## config.mk

```make
export PLATFORM = sky130hd
export DESIGN_NAME = tmm_ctrl
export DESIGN_NICKNAME = d
export VERILOG_FILES = /design/src/rtl/core/tmm_pkg.sv /design/src/rtl/core/tmm_ctrl.sv
export SDC_FILE = /design/constraint.sdc
export NUM_CORES = 1
export LEC_CHECK = 0
export BUFFER_PORTS_ARGS = -buffer_cell sky130_fd_sc_hd__clkbuf_2
export CORE_AREA = 2 2 39 41
export CTS_BUF_LIST = sky130_fd_sc_hd__clkbuf_4
export DETAILED_ROUTE_END_ITERATION = 16
export DIE_AREA = 0 0 41 43
export PLACE_DENSITY = 0.54
export SLEW_MARGIN = 30
export SYNTH_ARGS = -nofsm -noshare
export SYNTH_HDL_FRONTEND = slang
export SYNTH_SLANG_ARGS = --single-unit
```

## constraint.sdc

```tcl
create_clock -name clk -period 3.6 [get_ports clk]
set_input_delay 0.72 -clock clk [delete_from_list [all_inputs] [get_ports clk]]
set_output_delay 0.72 -clock clk [all_outputs]
set_load 0.005 [all_outputs]
```

## src/rtl/core/tmm_pkg.sv

```systemverilog
// Shared types, constants and helpers of the tiled matrix multiply command sequencer.
package tmm_pkg;

    // Field widths fixed by the command format.
    localparam int unsigned ADDR_W    = 48;
    localparam int unsigned DIM_W     = 13;
    localparam int unsigned EB_W      = 7;
    localparam int unsigned CFG_IDX_W = 3;

    // Limits applied to the configuration values when they are used.
    localparam int unsigned MAX_DIM    = 4096;
    localparam int unsigned MAX_EB     = 64;
    localparam int unsigned PAGE_BYTES = 4 * 1024;

    // Tile counters hold 0 .. MAX_DIM-1.
    localparam int unsigned CNT_W = $clog2(MAX_DIM);

    // Command opcodes.
    typedef enum logic [1:0] {
        OP_LOAD  = 2'd0,
        OP_STORE = 2'd1,
        OP_MAC   = 2'd2,
        OP_IDLE  = 2'd3
    } op_t;

    // Tile register slots.
    typedef enum logic [1:0] {
        SLOT_A = 2'd0,
        SLOT_B = 2'd1,
        SLOT_C = 2'd2
    } slot_t;

    // Position within the per-output-tile command program.
    typedef enum logic [2:0] {
        PH_LOAD_C  = 3'd0,
        PH_LOAD_A  = 3'd1,
        PH_LOAD_B  = 3'd2,
        PH_MAC     = 3'd3,
        PH_STORE_C = 3'd4
    } phase_t;

    // Configuration register indexes.
    typedef enum logic [CFG_IDX_W-1:0] {
        CFG_A_BASE       = 3'd0,
        CFG_INNER_DIM    = 3'd1,
        CFG_A_ROWS       = 3'd2,
        CFG_B_COLS       = 3'd3,
        CFG_A_ELEM_BYTES = 3'd4,
        CFG_B_ELEM_BYTES = 3'd5,
        CFG_TILE_SIZE    = 3'd6
    } cfg_idx_t;

    // Which matrix base a page remainder pass belongs to.
    typedef enum logic [1:0] {
        REM_A = 2'd0,
        REM_B = 2'd1,
        REM_C = 2'd2
    } rem_sel_t;

    // Controller states.
    typedef enum logic [3:0] {
        ST_IDLE,
        ST_CLAMP,
        ST_SIZE1,
        ST_SIZE2,
        ST_WAIT_A,
        ST_START_B,
        ST_WAIT_B,
        ST_START_C,
        ST_WAIT_C,
        ST_MUL1,
        ST_MUL2,
        ST_EMIT
    } ctrl_state_t;

    // Commands from the controller to the datapath.
    typedef struct packed {
        logic     accept;
        logic     clamp_load;
        logic     size_mul1;
        logic     size_mul2;
        logic     rem_start;
        rem_sel_t rem_sel;
        logic     base_load;
        logic     mul1;
        logic     mul2;
        logic     emit;
    } tmm_cmd_t;

    // Status from the datapath to the controller.
    typedef struct packed {
        logic stale;
        logic rem_busy;
        logic out_full;
    } tmm_status_t;

    // Saturate a dimension into 1 .. MAX_DIM.
    function automatic logic [DIM_W-1:0] clamp_dim(input logic [DIM_W-1:0] v);
        logic [DIM_W-1:0] r;
        if (v == '0)
            r = DIM_W'(1);
        else if (v > DIM_W'(MAX_DIM))
            r = DIM_W'(MAX_DIM);
        else
            r = v;
        return r;
    endfunction

    // Saturate an element size into 1 .. MAX_EB.
    function automatic logic [EB_W-1:0] clamp_eb(input logic [EB_W-1:0] v);
        logic [EB_W-1:0] r;
        if (v == '0)
            r = EB_W'(1);
        else if (v > EB_W'(MAX_EB))
            r = EB_W'(MAX_EB);
        else
            r = v;
        return r;
    endfunction

endpackage

```

## src/rtl/core/tmm_ctrl.sv

```systemverilog
// Controller: sequences the datapath through one request at a time.
module tmm_ctrl (
    input  logic                  clk,
    input  logic                  rst_n,
    input  logic                  in_valid,
    output logic                  in_stall,
    input  tmm_pkg::tmm_status_t  status,
    output tmm_pkg::tmm_cmd_t     cmd
);

    tmm_pkg::ctrl_state_t state_reg;
    tmm_pkg::ctrl_state_t state_next;

    // State register.
    always_ff @(posedge clk or negedge rst_n)
    begin
        if (!rst_n)
            state_reg <= tmm_pkg::ST_IDLE;
        else
            state_reg <= state_next;
    end

    // Next state and datapath commands.
    always_comb
    begin
        state_next  = state_reg;
        cmd         = '0;
        cmd.rem_sel = tmm_pkg::REM_A;
        in_stall    = 1'b1;
        unique case (state_reg)
            tmm_pkg::ST_IDLE:
            begin
                in_stall   = 1'b0;
                cmd.accept = in_valid;
                if (in_valid)
                    state_next = status.stale ? tmm_pkg::ST_CLAMP : tmm_pkg::ST_MUL1;
            end
            tmm_pkg::ST_CLAMP:
            begin
                cmd.clamp_load = 1'b1;
                state_next     = tmm_pkg::ST_SIZE1;
            end
            tmm_pkg::ST_SIZE1:
            begin
                cmd.size_mul1 = 1'b1;
                cmd.rem_start = 1'b1;
                cmd.rem_sel   = tmm_pkg::REM_A;
                state_next    = tmm_pkg::ST_SIZE2;
            end
            tmm_pkg::ST_SIZE2:
            begin
                cmd.size_mul2 = 1'b1;
                state_next    = tmm_pkg::ST_WAIT_A;
            end
            tmm_pkg::ST_WAIT_A:
            begin
                cmd.rem_sel = tmm_pkg::REM_A;
                if (!status.rem_busy)
                begin
                    cmd.base_load = 1'b1;
                    state_next    = tmm_pkg::ST_START_B;
                end
            end
            tmm_pkg::ST_START_B:
            begin
                cmd.rem_start = 1'b1;
                cmd.rem_sel   = tmm_pkg::REM_B;
                state_next    = tmm_pkg::ST_WAIT_B;
            end
            tmm_pkg::ST_WAIT_B:
            begin
                cmd.rem_sel = tmm_pkg::REM_B;
                if (!status.rem_busy)
                begin
                    cmd.base_load = 1'b1;
                    state_next    = tmm_pkg::ST_START_C;
                end
            end
            tmm_pkg::ST_START_C:
            begin
                cmd.rem_start = 1'b1;
                cmd.rem_sel   = tmm_pkg::REM_C;
                state_next    = tmm_pkg::ST_WAIT_C;
            end
            tmm_pkg::ST_WAIT_C:
            begin
                cmd.rem_sel = tmm_pkg::REM_C;
                if (!status.rem_busy)
                begin
                    cmd.base_load = 1'b1;
                    state_next    = tmm_pkg::ST_MUL1;
                end
            end
            tmm_pkg::ST_MUL1:
            begin
                cmd.mul1   = 1'b1;
                state_next = tmm_pkg::ST_MUL2;
            end
            tmm_pkg::ST_MUL2:
            begin
                cmd.mul2   = 1'b1;
                state_next = tmm_pkg::ST_EMIT;
            end
            tmm_pkg::ST_EMIT:
            begin
                // Hold the command until the result register is free.
                if (!status.out_full)
                begin
                    cmd.emit   = 1'b1;
                    state_next = tmm_pkg::ST_IDLE;
                end
            end
            default:
            begin
                state_next = tmm_pkg::ST_IDLE;
            end
        endcase
    end

endmodule

```

Word level (Yosys, flattened, before mapping). Cells that the tools add are included.

Bits in registers: 4. Output and inout port bits: 12. Word-level logic and storage cells: 43.

Equality and inequality tests: 16. Multiplexer cells: 20. Reduce and logical (&&, ||, !) cells: 6.

Operators with widths (number): case mux 4 bit (12 select lines) (1); 2-to-1 mux 4 bit (6); == test 4 x 3 -> 1 bit, second input constant (4); == test 4 bit, second input constant (4); 2-to-1 mux 1 bit (12); inequality test 2 bit, second input constant (5); == test 4 x 2 -> 1 bit, second input constant (2); OR reduction 3 bit (2); AND reduction 5 bit (1); == test 4 x 1 -> 1 bit, second input constant (1); zero test 4 bit (1); case mux 2 bit (2 select lines) (1); OR reduction 2 bit (2).

Depth between registers and ports, before layout. Gate-level depths: netlist (run 1).

Word-level depth: 3. Gate-level depth with buffers: 5. Gate-level depth less buffers: 4.

Worst setup path before layout (run 1). No wires, ideal clock.

Kind: input to register. Start: in in_valid. End: reg state_reg[3]. Setup time: 0.128 ns. Arrival time: 1.656 ns. Setup slack: 1.816 ns. Stages: 4. Path buffers: 0. Cells stage by stage: or4_4 -> a21oi_2 -> a31oi_1 -> mux2_1.

Cells in the longest elaborated chain, start to end: 2.

RTL lines: start, declared (line tmm_ctrl.sv:5) `input logic in_valid,`; inequality test 2 bit (no source line); AND reduction 5 bit (no source line); end signal, assigned (line tmm_ctrl.sv:18) `state_reg <= tmm_pkg::ST_IDLE;`; end signal, assigned (line tmm_ctrl.sv:20) `state_reg <= state_next;`; end, declared (line tmm_ctrl.sv:11) `tmm_pkg::ctrl_state_t state_reg;`.

No other way between the ends. A chain may end at the register's enable or synchronous reset.

==> impl_metrics.csv, run 1 <==
group,metric,value,unit
run_status,status,"finished, final reports clean",
cells_and_area,antennaDiodeCount,0,
sta,hold_ws,286,ps
floorplan,rows,14,
synth,synth_edf_count,0,
routing,vias,393,
clock_network,cts-root-buf,"clkbuf_4",
floorplan,core-area,1380,um^2
worst_hold_path,hold_path.class,"input pin to asynchronous set/reset pin",
critical_path,crit_start,"state_reg[3]",
floorplan,die_area,1760,um^2
sta,slew_violations,0,
synth,synth_area,354,um^2
pwr,p_int,0.000213,W
clock_network,post-cts-setup-buffers,0,
sta,fin_skew,0.0632,ps
synth,synth_top_area_share,28.3,%
cells_and_area,largest_reg_flops,4,
synth,yosys.area_share.xor_xnor,2.47,%
routing,viasPerCell,4.91,
clock_network,numClockSinks,4,
cells_and_area,fin_area,458,um^2
synth,synth_seq_area_share,28.3,%
clock_network,clk_pin_slew,30,ps
sta,rsz0062_at_grt,"no",
cells_and_area,fillerInstances,153,
cells_and_area,area_delta_synth_final,29.3,%
placement,gp_routability_congestion,0.729,
placement,hpwl,629,um
placement,place_area,435,um^2
synth,synth_top_area_cell,"dfrtp_1",
critical_path,crit_type,"flop to primary output",
sta,max_freq,434,MHz
critical_path,worstPathArrival,1590,ps
cells_and_area,drive_above_1_share,34.4,%
sta,tightestPinTransition,433,ps
floorplan,die-height,43,um
synth,synthFlopType,"dfrtp_1",
clock_network,cts_buffer_depth,2,
flow_run,maxCapViolations,0,
pwr,ir_worst_vdd,0.163,mV
global_routing,grt_overflow,0,
synth,yosys.area_share.simple,34.6,%
cells_and_area,utilization,33.1,%
synth,syn-instance-count,48,
critical_path,cp_max_fo,16,
critical_path,crit_path_end_kind,"primary output",
floorplan,io_pins,18,
cells_and_area,regArea,100,um^2
pwr,switching_power,0.000189,W
sta,fin_crit,2310,ps
clock_network,cts_tree,"built",
clock_network,clkLatencyLatePin,230,ps
cells_and_area,multi_input_area,226,um^2
synth,ys_seq_elements,4,
synth,yosysMostFrequentCell,"nor2_1",
routing,dr.pass1.iters,4,
synth,synth_top_family_by_area,"simple AND/OR/NAND/NOR gates",
pwr,p_seq_share,32.4,%
routing,drc_errors,0,
pwr,p_leak,0.219,nW
sta,finalHoldViolations,0,
pwr,pwr-share-comb,54.2,%
floorplan,start_util,25.6,%
global_routing,antenna_found_initial,0,
sta,finalSetupViolations,0,
pwr,p_clk_share,13.4,%
routing,ant_nets,0,
cells_and_area,fin_nets,72,
critical_path,start_kind,"flop",
synth,async_flop_share,100,%
synth,synth_fa_ha_area_share,0,%
critical_path,required,2880,ps
critical_path,r2r-start,"state_reg[3]",
global_routing,grt_max_degree,17,
synth,synth-compound-area-share,23.7,%
global_routing,grtUsageTotal,10.5,%
clock_network,hold_buffers,0,
synth,synth_mux_area_share,3.18,%
pwr,switching_share,47.1,%
synth,ys_warn_count,0,
synth,synth_common_cells,"nor2_1, a21oi_1, nor3_1, dfrtp_1, nand2b_1",
synth,syn_nets,54,
synth,synth_area_per_cell,7.38,um^2
floorplan,chipWidth,41,um
clock_network,cts_resized,0,
global_routing,grt_pass1_vias,299,
clock_network,htree_num_levels,1,
global_routing,grt_pass1_wl,1260,um
synth,synth.distinct_cells,25,
sta,fin_setup_tns,0,ps
placement,portBuffers,17,
clock_network,cts_buffers,3,
routing,dr.first_iter.drc_count,7,
sta,period_share,64.0,%
sta,slew-limit-headroom,71.1,%
routing,wl,853,um
synth,yosys-top-cells-area,"dfrtp_1, a21oi_1, nor2_1",
pwr,power_per_cell_area,877,nW/um^2
routing,wire_per_inst,10.7,um
-- cell usage in the layout (no fill, tap or decap) --
master and count:
inv_1 1, a21oi_1 6, nand4_1 1, clkbuf_2 17
nor3b_1 1, o22ai_1 1, mux2_1 1, o21ba_1 1
nor2_1 7, nand2b_1 4, a31oi_1 1, o21ai_0 2
clkbuf_4 3, xor2_1 1, or2b_1 1, a21oi_2 1
o21ai_1 1, nand2_1 2, a211oi_1 1, dfrtp_1 4
or4_4 1, nor3_1 5, and3_1 1
-- cell type report --
cell class / instances / area share, %
clock buffers: 3 / 4.92
repair buffers: 17 / 18.6
multi-input cells: 39 / 49.5
well taps: 16 / 4.37
inverters: 1 / 0.820
flip-flops and latches: 4 / 21.9
-- final timing paths --
check | end | slack, ps | depth (start not counted)
setup / recovery | cmd[3] | 1290 | 4
hold / removal | state_reg[1] | 290 | 1
setup reg to reg | state_reg[3] | 1800 | 4
hold reg to reg | state_reg[0] | 710 | 1
max in group asynchronous | state_reg[3] | 3200 | 1
min in group clk | state_reg[0] | 710 | 1
-- power groups by stage --
stage	logic, W	clock network [W]	registers [W]
2_1_floorplan	0.000208	0	0.0000804
6_report	0.000218	0.0000540	0.000130
3_5_place_dp	0.000220	0	0.000130
3_3_place_gp	0.000223	0	0.000131
5_1_grt	0.000243	0.0000614	0.000136
4_1_cts	0.000221	0.0000573	0.000129
-- cells by family after synthesis --
logic type      Yosys count
simple gates             23
buf+inv                   5
compound gates           14
mux                       1
flops                     4
xor+xnor                  1
-- layer usage --
layer  share of wire [%]  wire length [um]  vias to the layer above  GRT usage, %
li1                    -                 -                      202             -
met1                  48               413                      181          14.3
met2                  48               411                        8          14.1
met3                 2.0                17                        2          4.71
met4                 1.1                 9                        0          4.00
met5                   0                 0                        -             0
-- worst max-delay path, cell delays in order, from the launching register on --
cell      delay, ps
dfrtp_1         600
nand2b_1        210
o21ai_1         200
nor3b_1         200
clkbuf_2        140
-- through the flow --
| stage | total power, W | cells | setup WS [ps] |
|---|---|---|---|
| floorplan | 0.000289 | 48 | 1820 |
| global placement | 0.000354 | 77 | 1620 |
| detailed placement | 0.000349 | 77 | 1560 |
| CTS | 0.000407 | 80 | 1290 |
| global route | 0.000441 | 80 | 1150 |
| finish | 0.000402 | 80 | 1290 |
No activity file was read; power rests on OpenSTA's default activity.
==> run 2, diff against run 1 <==
--- a/config.mk
+++ b/config.mk
@@ -10,7 +10,7 @@
 export CTS_BUF_LIST = sky130_fd_sc_hd__clkbuf_4
 export DETAILED_ROUTE_END_ITERATION = 16
 export DIE_AREA = 0 0 41 43
-export PLACE_DENSITY = 0.54
+export PLACE_DENSITY = 0.55
 export SLEW_MARGIN = 30
 export SYNTH_ARGS = -nofsm -noshare
 export SYNTH_HDL_FRONTEND = slang
==> constraint.sdc (replaced) <==
create_clock -name clk -period 2.1 [get_ports clk]
set_input_delay 0.42 -clock clk [delete_from_list [all_inputs] [get_ports clk]]
set_output_delay 0.42 -clock clk [all_outputs]
set_load 0.005 [all_outputs]
==> run 2 against run 1 <==
  * Sequential share of layout area decreased by 1.1 points
  * Die area unchanged
  * Non-clock buffer count grew 3
  * Final area is 5.5% higher
  * Highest routed layer is now met3
==> impl_metrics.csv, run 2 (same netlist as run 1, synthesis figures left out) <==
group,metric,value,unit
run_status,status,"finished, final reports clean",
clock_network,cts_resized,0,
worst_hold_path,hold_path.class,"input pin to asynchronous set/reset pin",
critical_path,path_buf_inv,1,
critical_path,crit_start,"state_reg[3]",
clock_network,clkLatencyLatePin,240,ps
global_routing,grt_overflow,0,
floorplan,die-height,43,um
sta,fin_crit,1830,ps
placement,place_area,450,um^2
critical_path,worstPathArrival,1410,ps
cells_and_area,fin_area,483,um^2
clock_network,cts_buffer_depth,2,
critical_path,cp_slowest_cell,"dfrtp_1",
critical_path,r2r-end,"state_reg[3]",
critical_path,cp_max_fo,9,
critical_path,required,1680,ps
routing,dr.pass1.iters,4,
floorplan,chipWidth,41,um
sta,rsz0062_at_grt,"no",
routing,wl,891,um
sta,tightestPinTransition,275,ps
cells_and_area,drive_above_1_share,35.8,%
sta,finalSetupViolations,0,
sta,max_freq,548,MHz
placement,gp_routability_congestion,0.729,
critical_path,ff2ff_path_depth,4,
cells_and_area,fin_nets,75,
critical_path,crit_family,"flip-flops",
cells_and_area,layout_common_cells,"clkbuf_2, nor2_1, a21oi_1",
routing,drc_errors,0,
pwr,ir_worst_vdd,0.340,mV
floorplan,start_util,25.6,%
clock_network,cts_buffers,3,
critical_path,reg2reg_slack,400,ps
clock_network,clk_pin_slew,40,ps
sta,slew_violations,0,
sta,period_share,87.0,%
sta,slew-limit-headroom,81.7,%
cells_and_area,largest_reg_flops,4,
floorplan,core-area,1380,um^2
placement,hpwl,699,um
global_routing,grt_max_degree,12,
global_routing,grt_pass1_wl,1410,um
clock_network,htree_num_levels,1,
routing,ant_nets,0,
placement,portBuffers,17,
global_routing,antenna_found_initial,0,
global_routing,grt_pass1_vias,338,
sta,fin_setup_tns,0,ps
pwr,power_per_cell_area,1500,nW/um^2
clock_network,numClockSinks,4,
critical_path,crit_path_end_kind,"primary output",
cells_and_area,mostFrequentLayoutCell,"clkbuf_2",
cells_and_area,fillerInstances,154,
sta,fin_skew,8.38,ps
routing,dr.first_iter.drc_count,8,
routing,vias,396,
cells_and_area,area_delta_synth_final,36.4,%
floorplan,io_pins,18,
floorplan,die_area,1760,um^2
cells_and_area,antennaDiodeCount,0,
sta,finalHoldViolations,0,
pwr,p_leak,0.234,nW
clock_network,cts-root-buf,"clkbuf_4",
clock_network,cts_tree,"built",
critical_path,r2r-start,"state_reg[3]",
routing,viasPerCell,4.77,
floorplan,rows,14,
critical_path,start_kind,"flop",
cells_and_area,multi_input_area,226,um^2
critical_path,crit_type,"flop to primary output",
clock_network,post-cts-setup-buffers,0,
critical_path,worst-path-stages,4,
flow_run,maxCapViolations,0,
global_routing,grtUsageTotal,11.9,%
routing,wire_per_inst,10.7,um
critical_path,crit_chain,"nand2b_1 > o21ai_1 > nor3b_1 > clkbuf_2",
cells_and_area,regArea,100,um^2
critical_path,max_stage_delay,470,ps
==> run 2: worst max path at each step <==
stage	endpoint
floorplan	state_reg[3]
global placement	state_reg[3]
detailed placement	state_reg[3]
CTS	cmd[3]
global route	cmd[3]
finish	cmd[3]
==> run 2: routing by layer <==
metal | GRT usage, % | up-vias | wire, um
met4 | 4.00 | 0 | 0
met2 | 17.8 | 7 | 414
met3 | 4.71 | 0 | 25
li1 | - | 210 | -
met1 | 15.0 | 179 | 451
met5 | 0 | - | 0
==> run 2: power breakdown <==
part	internal [W]	switching [W]	total [W]	leakage [nW]
Clock	0.0000641	0.0000333	0.0000974	0.0138
Combinational	0.000207	0.000234	0.000441	0.171
Sequential	0.000116	0.0000682	0.000184	0.0488
==> run 2: area by class of cell <==
cell class	count	share of cell area, %
clock buffers	3	4.66
inverters	1	0.777
multi-input cells	39	46.9
flip-flops and latches	4	20.7
well taps	16	4.15
repair buffers	20	22.8
==> run 2: what timing repair did <==
item | in CTS | in global routing
hold endpoints to repair | 4 | 0
hold buffers | 1 | 0
setup endpoints to repair | 0 | 0
==> run 2: metrics by stage <==
step	setup WS [ps]	total power, W	hold slack, ps	util (%)	cells
after global routing	140	0.000798	528	34.9	83
after detailed placement	408	0.000627	229	32.5	79
after global placement	420	0.000627	231	32.5	79
after floorplan	463	0.000495	124	-	48
after CTS	264	0.000731	517	34.9	83
final	274	0.000722	514	34.9	83
